`src/sv/pwf_pkg.sv`:
```
// Shared types and constants for the PSF-weighted flux block.
// No dependencies; used by all pwf_* modules and psf_weighted_flux.
`timescale 1ns / 1ps
`default_nettype none
package pwf_pkg;

    // status codes
    localparam logic [1:0] ST_OK      = 2'd0;
    localparam logic [1:0] ST_CLIPPED = 2'd1;
    localparam logic [1:0] ST_ZERO_WE = 2'd2;
    localparam logic [1:0] ST_SAT     = 2'd3;

    // field widths
    localparam int IMG_W  = 24;
    localparam int VAR_W  = 24;
    localparam int WGT_W  = 18;
    localparam int RES_W  = 40;

    // sums of one footprint, handed from the accumulator to the solver
    typedef struct packed {
        logic [63:0] swi;     // sum w*image, signed Q.16
        logic [63:0] swwv;    // sum w*w*variance, Q.32
        logic [31:0] sw;      // sum w, signed Q.16
        logic [47:0] sww;     // sum w*w, Q.32
        logic        clipped; // some pixel outside the image
    } t_snap;

endpackage
`default_nettype wire

```
`src/sv/pwf_queue.sv`:
```
// Small FIFO of footprint sums between the accumulator and the solver.
// Depends on pwf_pkg for the t_snap entry type.
`timescale 1ns / 1ps
`default_nettype none
module pwf_queue #(
    parameter int DEPTH = 4
) (
    input  wire logic           i_clk,
    input  wire logic           i_rst_n,
    input  wire logic           i_push,
    input  pwf_pkg::t_snap      i_data,
    output logic                o_full,
    output logic                o_valid,
    input  wire logic           i_pop,
    output pwf_pkg::t_snap      o_data
);
    localparam int AW = (DEPTH > 1) ? $clog2(DEPTH) : 1;

    pwf_pkg::t_snap r_mem [DEPTH];
    logic [AW-1:0]  r_wp, r_rp;
    logic [AW:0]    r_cnt;

    assign o_full  = (r_cnt == (AW+1)'(DEPTH));
    assign o_valid = (r_cnt != '0);
    assign o_data  = r_mem[r_rp];

    // storage
    always_ff @(posedge i_clk) begin
        if (i_push) begin
            r_mem[r_wp] <= i_data;
        end
    end

    // pointers and fill count
    always_ff @(posedge i_clk) begin
        if (!i_rst_n) begin
            r_wp  <= '0;
            r_rp  <= '0;
            r_cnt <= '0;
        end else begin
            if (i_push) begin
                r_wp <= (r_wp == AW'(DEPTH-1)) ? '0 : r_wp + 1'b1;
            end
            if (i_pop) begin
                r_rp <= (r_rp == AW'(DEPTH-1)) ? '0 : r_rp + 1'b1;
            end
            r_cnt <= r_cnt + (AW+1)'(i_push) - (AW+1)'(i_pop);
        end
    end
endmodule
`default_nettype wire

```
`config.mk`:
```
export PLATFORM = sky130hd
export DESIGN_NAME = pwf_queue
export DESIGN_NICKNAME = d
export VERILOG_FILES = /design/src/sv/pwf_pkg.sv /design/src/sv/pwf_queue.sv
export SDC_FILE = /design/constraint.sdc
export NUM_CORES = 1
export LEC_CHECK = 0
export BUFFER_PORTS_ARGS = -buffer_cell sky130_fd_sc_hd__buf_4
export CELL_PAD_IN_SITES_DETAIL_PLACEMENT = 2
export CELL_PAD_IN_SITES_GLOBAL_PLACEMENT = 2
export CORE_MARGIN = 2
export CORE_UTILIZATION = 45
export DETAILED_ROUTE_END_ITERATION = 8
export PLACE_DENSITY_LB_ADDON = 0.3
export SYNTH_ARGS = -nofsm -noshare
export SYNTH_HDL_FRONTEND = slang
export SYNTH_SLANG_ARGS = --single-unit
```
`constraint.sdc`:
```
create_clock -name i_clk -period 10.4 [get_ports i_clk]
set_input_delay 3.12 -clock i_clk [delete_from_list [all_inputs] [get_ports i_clk]]
set_output_delay 3.12 -clock i_clk [all_outputs]
set_load 0.005 [all_outputs]
```
# ---- After elaboration in Yosys (flattened, before gate mapping)
# Memories as Yosys holds them, arrays and structs flattened. A register that Yosys moved wholly into a read port is not among the register bits.
# Index checks and enable logic that the tools add are counted.
dict set report totals {
  register_bits 7
  latchBits 0
  mem_bits_rw 836
  romBits 0
  in_bits 213
  out_inout_bits 211
  n_memories 1
}
dict set report classes {
  addsub 4
  multipliers 0
  div_mod_pow 0
  n_lt_le_gt_ge 0
  n_eq_ne 3
  shift 0
  mux 6
  bitwise_logic 0
  n_reduce_logical 1
}
# name words width read_ports rd_clocked_by_memory_dff write_ports line_no
set mem_list {}
lappend mem_list {r_mem 4 209 1 1 1 pwf_queue.sv:19} ;# pwf_pkg::t_snap r_mem [DEPTH];
# op n
set ops {}
lappend ops {{2-bit 2-to-1 mux} 4}
lappend ops {{2-bit by 1-bit adder with 2-bit output, second input constant} 2}
lappend ops {{2-bit equality test, second input constant} 2}
lappend ops {{3-bit by 1-bit adder with 3-bit output} 1}
lappend ops {{3-bit equality test, second input constant} 1}
lappend ops {{3-bit nonzero test} 1}
lappend ops {{3-bit by 1-bit subtractor with 3-bit output} 1}
lappend ops {{1-bit 2-to-1 mux} 2}

# ---- Logic depth before layout (Yosys ltp)
# Gate-level depths: netlist of run 1.
dict set report depth {
  depth_word 4
  mapped_depth 7
  depth_no_buf 7
}

# ---- Worst setup path after synthesis of run 1
# No wires, ideal clock.
dict set report synth_timing {
  path_type {input-to-reg}
  start {in i_push}
  end {mem r_mem[0][0] (netlist name) (enable)}
  t_arrival_ns 7.858
  required_time_ns 9.806
  slack_ns 1.947
  stages 1
  path_cell_list {and2_1}
}
dict set report synth_between {
  elab_chain_len 2
}
# element line_no
set synth_lines {}
lappend synth_lines {{start, declared} pwf_queue.sv:10} ;# input wire logic i_push,
lappend synth_lines {{1-bit 2-to-1 mux} pwf_queue.sv:29} ;# if (i_push) begin
lappend synth_lines {{1-bit 2-to-1 mux (not written as such)} pwf_queue.sv:30} ;# r_mem[r_wp] <= i_data;
lappend synth_lines {{end, declared} pwf_queue.sv:19}
# No other way between the ends.

==> results of run 1 <==
==> metrics by stage <==
step                hold WS [ps]  setup slack, ps
floorplan                    476             1950
global placement             489             4470
detailed placement           526             4410
CTS                          535             3700
global route                 567             3560
finish                       531             3830
==> cell families after synthesis <==
family	synth area share, %
xor+xnor	0.0778
fa+ha+maj	0.352
compound gates	0.0328
simple gates	0.299
buf+inv	1.03
mux	15.5
flops	82.7
==> synthesized netlist by cell type (3+ instances only) <==
cell type,number
nor2_1,3
buf_6,11
ha_1,7
buf_2,24
dfxtp_1,9
mux4_2,209
and2_1,6
buf_1,9
edfxtp_1,836
inv_1,7
==> layout make-up <==
type / instances / area share, %
Antenna cell: 10 / 0.0666
Clock buffer: 107 / 6.08
Clock inverter: 52 / 1.46
Inverter: 7 / 0.0699
Multi-Input combinational cell: 237 / 13.2
Sequential cell: 845 / 67.3
Tap cell: 873 / 2.91
Timing Repair Buffer: 437 / 8.90
==> per-layer routing <==
layer	share of wire (%)	global-route usage, %	wire length (um)
met1	37	28.8	31500
met2	54	43.6	45900
met3	6.6	7.04	5660
met4	2.8	7.56	2360
met5	0.090	0	77
==> report_power, final <==
| group | switching, mW | total (mW) | internal, mW |
|---|---|---|---|
| Clock | 1.35 | 3.17 | 1.82 |
| Sequential | 0.0591 | 3.95 | 3.89 |
| Combinational | 0.337 | 0.685 | 0.348 |
| Total | 1.75 | 7.81 | 6.06 |
==> flip-flops by register name, indices dropped and copies added (netlist names), named ones only <==
signal	flops
r_wp	2
r_cnt	3
r_rp	2
r_mem	836
==> how the worst min path moves through the flow <==
stage / cells after the start / startpoint / slack (ps) / endpoint
2_1_floorplan: 2 / r_rp[0]$_SDFFE_PN0P_ / 480 / register
3_3_place_gp: 2 / r_rp[0]$_SDFFE_PN0P_ / 490 / register
3_5_place_dp: 2 / r_wp[0]$_SDFFE_PN0P_ / 530 / r_wp[0]$_SDFFE_PN0P_
4_1_cts: 2 / r_wp[0]$_SDFFE_PN0P_ / 540 / r_wp[0]$_SDFFE_PN0P_
5_1_grt: 2 / r_wp[0]$_SDFFE_PN0P_ / 570 / r_wp[0]$_SDFFE_PN0P_
6_report: 2 / r_wp[0]$_SDFFE_PN0P_ / 530 / r_wp[0]$_SDFFE_PN0P_
==> worst min-delay path, delay by kind of cell (launching register included) <==
family / cells / cell delay (ps)
DFF: 1 / 350
and+or+nand+nor: 1 / 80
AOI/OAI and AO/OA: 1 / 60
==> results.yml, run 1 <==
drt:
  ant_nets: 0
  viasPerCell: 5.59
  wl_per_cell_um: 33.3
  wl_um: 85500
  drtIter0Drc: 1075
  vias: 14400
  drtPass1Iterations: 6
  drc_errors: 0
critical_path:
  criticalPathCategory: "register to output port"
  cp.depth: 3
  cpMaxStageDelayCell: "buf_4"
  worst_path_most_repeated_cell: "buf_4"
  reg2reg_to: "r_mem[0][187]$_DFFE_PP_"
  reg2reg_depth: 4
  critPathTopFamily: "buffers and inverters"
  crit_fanout: 49
  critPathBufInv: 2
  startpoint_type: "register"
  crit_chain: "buf_4 > mux4_2 > buf_4"
  r2r_setup_slack_ps: 7620
  worstSetupEndpoint: "o_data[81]"
  critPathMaxStageDelay_ps: 940
  worstSetupEndpointType: "output port"
  crit_arrival_ps: 3450
  worstPathRequired_ps: 7280
  worstReg2RegStart: "r_wp[0]$_SDFFE_PN0P_"
finish:
  multi_input_area_um2: 4970
  post-route-util_pct: 56.0
  final_cell_area_um2: 37600
  final_cell_mix: "edfxtp_1 (836), buf_4 (432), mux4_2 (209)"
  layout.nets: 1837
  syn_to_final_growth_pct: 23.0
  fillers: 5412
  final_cells: 2568
  final_common_cell: "edfxtp_1"
  regArea_um2: 25300
  drive_gt1_share_pct: 46.0
grt:
  grt.total_usage_pct: 24.5
  grt_max_degree: 127
  grt_pass1_vias: 16400
  antenna_found_initial: 17
  overflow: 0
  grt_pass1_wl_um: 122000
sta:
  post-route-min-period_ps: 6570
  clock_skew_ps: 16.0
  setup_violations: 0
  tightestPinTransition_ps: 1160
  slew_headroom_pct: 22.9
  fin_setup_tns_ps: 0
  hold_violations: 0
  rsz0062_at_grt: "false"
  clock.fmax_ghz: 0.152
  drv_slew: 0
  fin_crit_sh_pct: 63.1
yosys:
  synth_edf_count: 836
  syn_nets: 1356
  async_flop_share_pct: 0
  synth.cell_area_um2: 30600
  yosysTopAreaCell: "edfxtp_1"
  synth_area_leaders: "edfxtp_1 (82%), mux4_2 (15%), dfxtp_1 (0.59%), buf_6 (0.41%), buf_2 (0.39%)"
  avgSynthCellArea_um2: 26.9
  ys_seq_area_share_pct: 82.7
  ys.flop_type: "edfxtp_1"
  synth_seq_cells: 845
  yosysUniqueCellTypes: 20
  yosys_warnings: 0
  yosysTopAreaCellShare_pct: 82.1
  syn_inst: 1135
die:
  core_um2: 67200
  die_area_um2: 70000
  rows: 95
  pin_count: 424
  die_w_um: 265
  die_h_um: 265
  initial_utilization_pct: 45.5
placement:
  dpl.hpwl_um: 51100
  port_buffers: 423
  placed_area_um2: 34700
  place.gp.congestion: 0.727
  place_inst: 2399
clock_network:
  cts_setup_buffers: 0
  cts-resized-gates: 0
  cts_tree: "yes"
  cts_root_buf: "clkbuf_16"
  cts_buffer_depth: 3
  clock-sinks: 845
  clkSlewWorstSetupHoldPaths_ps: 60
  holdBufCountCts: 0
  cts_buffers: 88
  clk_latency_ps: 630
  h-tree-depth: 3
power_and_ir_drop:
  p_per_area_nw_per_um2: 208
  vdd_drop_max_uv: 161
  p_total_mw: 7.81
  power.leakage_nw: 12.6
worst_hold_path:
  worstHoldPathType: "register to register"
run_status:
  status: "completed"
job:
  maxCapViolations: 0
No activity file was read; power rests on OpenSTA's default activity.
==> inputs of run 2 (changes only) <==
==> constraint.sdc (replaced) <==
create_clock -name i_clk -period 6.5 [get_ports i_clk]
set_input_delay 1.95 -clock i_clk [delete_from_list [all_inputs] [get_ports i_clk]]
set_output_delay 1.95 -clock i_clk [all_outputs]
set_load 0.005 [all_outputs]
==> run 2 against run 1 <==
Cell area is 0.13% lower; count of clock-buffer cells in the layout is 2 higher; total power is 56% higher; die area stayed put; utilization is 0.073 points lower; via count is 1.6% lower; hold slack worse by 2.0 ps; first-iteration DRC count is 11% higher; setup slack worse by 2200 ps; flip-flop and latch count stayed put; register-to-register slack worse by 3600 ps; clock skew is 0.94 ps higher; critical path type unchanged.
==> results.yml, run 2 (synthesized netlist as in run 1, its figures left out) <==
run_status:
  status: "completed"
drt:
  vias: 14100
  ant_nets: 0
  wl_per_cell_um: 31.7
  viasPerCell: 5.50
  drc_errors: 0
  drtIter0Drc: 1192
  drtPass1Iterations: 5
  wl_um: 81500
finish:
  largest_register_ffs: 836
  multi_input_area_um2: 4970
  final_common_cell: "edfxtp_1"
  post-route-util_pct: 55.9
  reg.largest.list: "r_mem (836), r_cnt (3)"
  top_register: "r_mem"
  layout.nets: 1842
  final_cell_mix: "edfxtp_1 (836), buf_4 (432), mux4_2 (209)"
  fillers: 5414
  regArea_um2: 25300
  syn_to_final_growth_pct: 22.8
  final_cell_area_um2: 37500
  drive_gt1_share_pct: 45.7
critical_path:
  worst_path_most_repeated_cell: "buf_4"
  cpMaxStageDelayCell: "dfxtp_4"
  critPathMaxStageDelay_ps: 930
  worstSetupEndpointType: "output port"
  crit_arrival_ps: 2890
  worstPathRequired_ps: 4550
  crit_chain: "buf_4 > mux4_2 > buf_4"
  critPathBufInv: 2
  critPathTopFamily: "flip-flops"
  crit_fanout: 40
  criticalPathCategory: "register to output port"
  startpoint_type: "register"
job:
  maxCapViolations: 0
sta:
  slew_headroom_pct: 21.2
  rsz0062_at_grt: "false"
  tightestPinTransition_ps: 1180
  fin_crit_sh_pct: 74.5
  hold_violations: 0
  drv_slew: 0
  clock_skew_ps: 17.0
  clock.fmax_ghz: 0.206
  fin_setup_tns_ps: 0
  post-route-min-period_ps: 4840
  setup_violations: 0
power_and_ir_drop:
  power.leakage_nw: 12.5
  vdd_drop_max_uv: 320
  p_per_area_nw_per_um2: 324
placement:
  dpl.hpwl_um: 51800
  place.gp.congestion: 0.720
  placed_area_um2: 34800
  port_buffers: 423
die:
  initial_utilization_pct: 45.5
  die_w_um: 265
  die_area_um2: 70000
  die_h_um: 265
  pin_count: 424
  core_um2: 67200
  rows: 95
clock_network:
  holdBufCountCts: 0
  cts-resized-gates: 0
  h-tree-depth: 3
  cts_buffers: 88
  cts_setup_buffers: 0
  cts_buffer_depth: 3
  cts_root_buf: "clkbuf_16"
  clk_latency_ps: 640
  cts_tree: "yes"
  clkSlewWorstSetupHoldPaths_ps: 60
  clock-sinks: 845
grt:
  grt.total_usage_pct: 23.6
  grt_pass1_wl_um: 118000
  grt_max_degree: 125
  overflow: 0
  antenna_found_initial: 18
  grt_pass1_vias: 16100
worst_hold_path:
  worstHoldPathType: "register to register"
==> run 2: cell types whose count changed in the layout (fill, tap and decap cells not counted), sizes merged <==
cell,previous run,this run
bufinv,10,4
diode,10,6
clkinv,38,41
clkbuf,107,109
buf,437,442
inv,10,11
==> run 2: tightest hold or removal path: cells and delay by family, from the launching register on <==
| family | cells | cell delay (ps) |
|---|---|---|
| DFF | 1 | 330 |
| AOI/OAI and AO/OA | 1 | 80 |
| and+or+nand+nor | 1 | 80 |
==> run 2: path summary, 6_finish.rpt <==
path                              from  slack, ps                 endpoint  cells past startpoint
hold / removal    r_rp[0]$_SDFFE_PN0P_        530                 register                      2
setup / recovery              register       1660               o_data[54]                      3
setup reg to reg  r_wp[0]$_SDFFE_PN0P_       4050  r_mem[0][191]$_DFFE_PP_                      4
hold reg to reg   r_rp[0]$_SDFFE_PN0P_        530                 register                      2
==> run 2: layout make-up <==
| type | count | share of cell area, % |
|---|---|---|
| Sequential cell | 845 | 67.4 |
| Multi-Input combinational cell | 237 | 13.2 |
| Timing Repair Buffer | 442 | 9.17 |
| Clock buffer | 109 | 6.16 |
| Tap cell | 873 | 2.91 |
| Clock inverter | 50 | 1.02 |
| Inverter | 7 | 0.0700 |
| Antenna cell | 6 | 0.0400 |
==> run 2: metal layers <==
layer / vias to the layer above / wire (um) / track usage, %
met5: - / 118 / 0
met1: 7599 / 30300 / 28.1
li1: 5926 / - / -
met4: 20 / 2060 / 7.02
met2: 453 / 43100 / 41.1
met3: 133 / 5920 / 7.49
==> run 2: per-stage QoR <==
stage | total power [mW] | hold slack [ps] | worst slack (ps) | instances
4_1_cts | 12.3 | 538 | 1540 | 2563
6_report | 12.2 | 529 | 1660 | 2569
3_3_place_gp | 7.44 | 479 | 2230 | 2404
5_1_grt | 12.6 | 573 | 1430 | 2567
2_1_floorplan | 6.88 | 476 | 1550 | 1135
3_5_place_dp | 7.54 | 529 | 2210 | 2404
==> run 2: power by group <==
part	internal, mW	switching, mW
Clock	2.69	2.06
Combinational	0.565	0.534
Sequential	6.23	0.0847
Total	9.48	2.68
==> inputs of run 3 (changes only) <==
--- a/config.mk
+++ b/config.mk
@@ -5,11 +5,12 @@
 export SDC_FILE = /design/constraint.sdc
 export NUM_CORES = 1
 export LEC_CHECK = 0
+export ABC_AREA = 1
 export BUFFER_PORTS_ARGS = -buffer_cell sky130_fd_sc_hd__buf_4
 export CELL_PAD_IN_SITES_DETAIL_PLACEMENT = 2
 export CELL_PAD_IN_SITES_GLOBAL_PLACEMENT = 2
 export CORE_MARGIN = 2
-export CORE_UTILIZATION = 45
+export CORE_UTILIZATION = 40
 export DETAILED_ROUTE_END_ITERATION = 8
 export PLACE_DENSITY_LB_ADDON = 0.3
 export SYNTH_ARGS = -nofsm -noshare
==> constraint.sdc (replaced) <==
create_clock -name i_clk -period 4.8 [get_ports i_clk]
set_input_delay 1.44 -clock i_clk [delete_from_list [all_inputs] [get_ports i_clk]]
set_output_delay 1.44 -clock i_clk [all_outputs]
set_load 0.005 [all_outputs]
==> run 3 against run 2 <==
Sequential power rose by 36%; highest routed layer unchanged; utilization down 6.8 points; count of clock-buffer cells in the layout rose by 9; global-route usage decreased by 1.6 points; flip-flop and latch count unchanged; sequential share of layout area is 5.4 points lower; critical path depth is 2 higher; clock skew shrank 1.7 ps; largest power group unchanged; cell area up 8.7%; register-to-register slack worse by 2200 ps; combinational power is 72% higher; via count up 47%.
==> results.yml, run 3 <==
yosys:
  ys.flop_type: "edfxtp_1"
  synth.most_common_cell: "edfxtp_1"
  syn_inst: 2497
  synth_edf_count: 836
  yosys_warnings: 0
  avgSynthCellArea_um2: 13.4
  async_flop_share_pct: 0
  yosysUniqueCellTypes: 19
  syn_nets: 2718
  synth_seq_cells: 845
  synth.cell_area_um2: 33400
  yosysTopAreaCellShare_pct: 75.1
  synth_area_leaders: "edfxtp_1 (75%), inv_1 (4.9%), nand2_1 (4.8%), o211ai_1 (3.3%), a21oi_1 (3.2%)"
  ys_top_cells_by_count: "edfxtp_1 (836), inv_1 (433), nand2_1 (429)"
  ys_seq_area_share_pct: 75.6
  yosysTopAreaCell: "edfxtp_1"
sta:
  setup_slack_ps: 722
  post-route-min-period_ps: 4080
  holdWs_ps: 547
  tightestPinTransition_ps: 1010
  clock_skew_ps: 15.3
  drv_slew: 0
  clock.fmax_ghz: 0.245
  fin_crit_sh_pct: 85.0
  slew_headroom_pct: 32.5
  setup_violations: 0
  hold_violations: 0
  rsz0062_at_grt: "false"
drt:
  wl_per_cell_um: 23.2
  viasPerCell: 5.06
  wl_um: 95100
  drc_errors: 0
  vias: 20700
  drtPass1Iterations: 6
  drtIter0Drc: 1050
  ant_nets: 0
critical_path:
  crit_arrival_ps: 2640
  crit_fanout: 62
  reg2reg_depth: 6
  worstSetupEndpoint: "o_data[16]"
  worstSetupEndpointType: "output port"
  cpMaxStageDelayCell: "dfxtp_4"
  crit_chain: "buf_4 > a21oi_1 > o21ai_0 > nand2_1 > buf_4"
  worst_path_most_repeated_cell: "buf_4"
  r2r_setup_slack_ps: 1900
  worstReg2RegStart: "r_wp[1]$_SDFFE_PN0P_"
  startpoint_type: "register"
  criticalPathCategory: "register to output port"
  critPathMaxStageDelay_ps: 990
  reg2reg_to: "r_mem[0][123]$_DFFE_PP_"
  worstPathRequired_ps: 3360
clock_network:
  cts_buffer_depth: 3
  clk_latency_ps: 650
  cts_buffers: 95
  cts-resized-gates: 0
  holdBufCountCts: 0
  clock-sinks: 845
  clkSlewWorstSetupHoldPaths_ps: 50
  cts_setup_buffers: 0
  cts_tree: "yes"
  h-tree-depth: 3
  cts_root_buf: "clkbuf_16"
grt:
  overflow: 0
  grt.total_usage_pct: 22.0
  antenna_found_initial: 20
  grt_max_degree: 178
  grt_pass1_wl_um: 143000
  grt_pass1_vias: 23900
die:
  die_area_um2: 85900
  die_h_um: 293
  rows: 106
  core_um2: 83200
  pin_count: 424
  die_w_um: 293
  initial_utilization_pct: 40.2
placement:
  dpl.hpwl_um: 60300
  pre_cts_ws_ps: 922
  place.gp.congestion: 0.730
  port_buffers: 423
finish:
  final_common_cell: "edfxtp_1"
  drive_gt1_share_pct: 22.4
  top_register: "r_mem"
  final_cell_mix: "edfxtp_1 (836), buf_4 (454), inv_1 (429)"
  layout.nets: 3147
  largest_register_ffs: 836
  syn_to_final_growth_pct: 22.0
  reg.largest.list: "r_mem (836), r_cnt (3)"
run_status:
  status: "completed"
worst_hold_path:
  worstHoldPathType: "register to register"
power_and_ir_drop:
  power.leakage_nw: 15.7
  p_per_area_nw_per_um2: 427
  vdd_drop_max_uv: 324
job:
  maxCapViolations: 0
==> run 3: cell type report <==
class / instances / area (um^2)
fillers: 7913 / 42300
flip-flops and latches: 845 / 25300
multi-input cells: 1079 / 5760
repair buffers: 472 / 3770
clock buffers: 118 / 2530
inverters: 433 / 1640
well taps: 1080 / 1350
clock inverters: 58 / 444
diodes: 8 / 20.0
==> run 3: cell families (layout without fill, tap and decap cells) <==
kind of cell	Yosys count	count (layout)	share of synthesized area, %
other cells	0	8	0
fa+ha+maj	8	8	0.322
buf+inv	573	1081	7.20
xor+xnor	1	1	0.0262
flops	845	845	75.6
compound gates	631	631	11.9
simple gates	439	439	4.94
==> run 3: metal layers <==
layer	GRT usage [%]	share of wire (%)	vias to the layer above
li1	-	-	9595
met1	23.6	37	10500
met2	41.9	54	426
met3	5.53	5.9	156
met4	6.74	2.4	22
met5	0	0.16	-
==> run 3: how the worst min path moves through the flow <==
stage                               from       end  depth (start not counted)
detailed placement  r_rp[0]$_SDFFE_PN0P_  register                          2
global route        r_rp[0]$_SDFFE_PN0P_  register                          2
floorplan           r_rp[0]$_SDFFE_PN0P_  register                          2
CTS                 r_rp[0]$_SDFFE_PN0P_  register                          2
global placement    r_rp[0]$_SDFFE_PN0P_  register                          2
finish              r_rp[0]$_SDFFE_PN0P_  register                          2
==> run 3: metrics by stage <==
stage | instance area (um^2) | cells | setup TNS, ps | power [mW] | utilization (%)
detailed placement | 37800 | 3909 | 0 | 10.7 | 45.5
finish | 40800 | 4093 | 0 | 17.4 | 49.1
floorplan | 33500 | 2497 | -293880 | 9.59 | -
global route | 40800 | 4091 | 0 | 18.1 | 49.1
CTS | 40800 | 4085 | 0 | 17.7 | 49.0
global placement | 37800 | 3909 | 0 | 10.5 | 45.5
==> run 3: worst max-delay path: cells and delay by family (launching register included) <==
kind / cells / cell delay (ps)
compound gates: 2 / 210
buf+inv: 2 / 600
flops: 1 / 990
simple gates: 1 / 160
==> run 3: where the power goes <==
group | switching [mW] | total [mW] | internal (mW)
Combinational | 1.14 | 1.89 | 0.743
Clock | 2.93 | 6.94 | 4.01
Sequential | 0.122 | 8.61 | 8.49
Total | 4.20 | 17.4 | 13.2
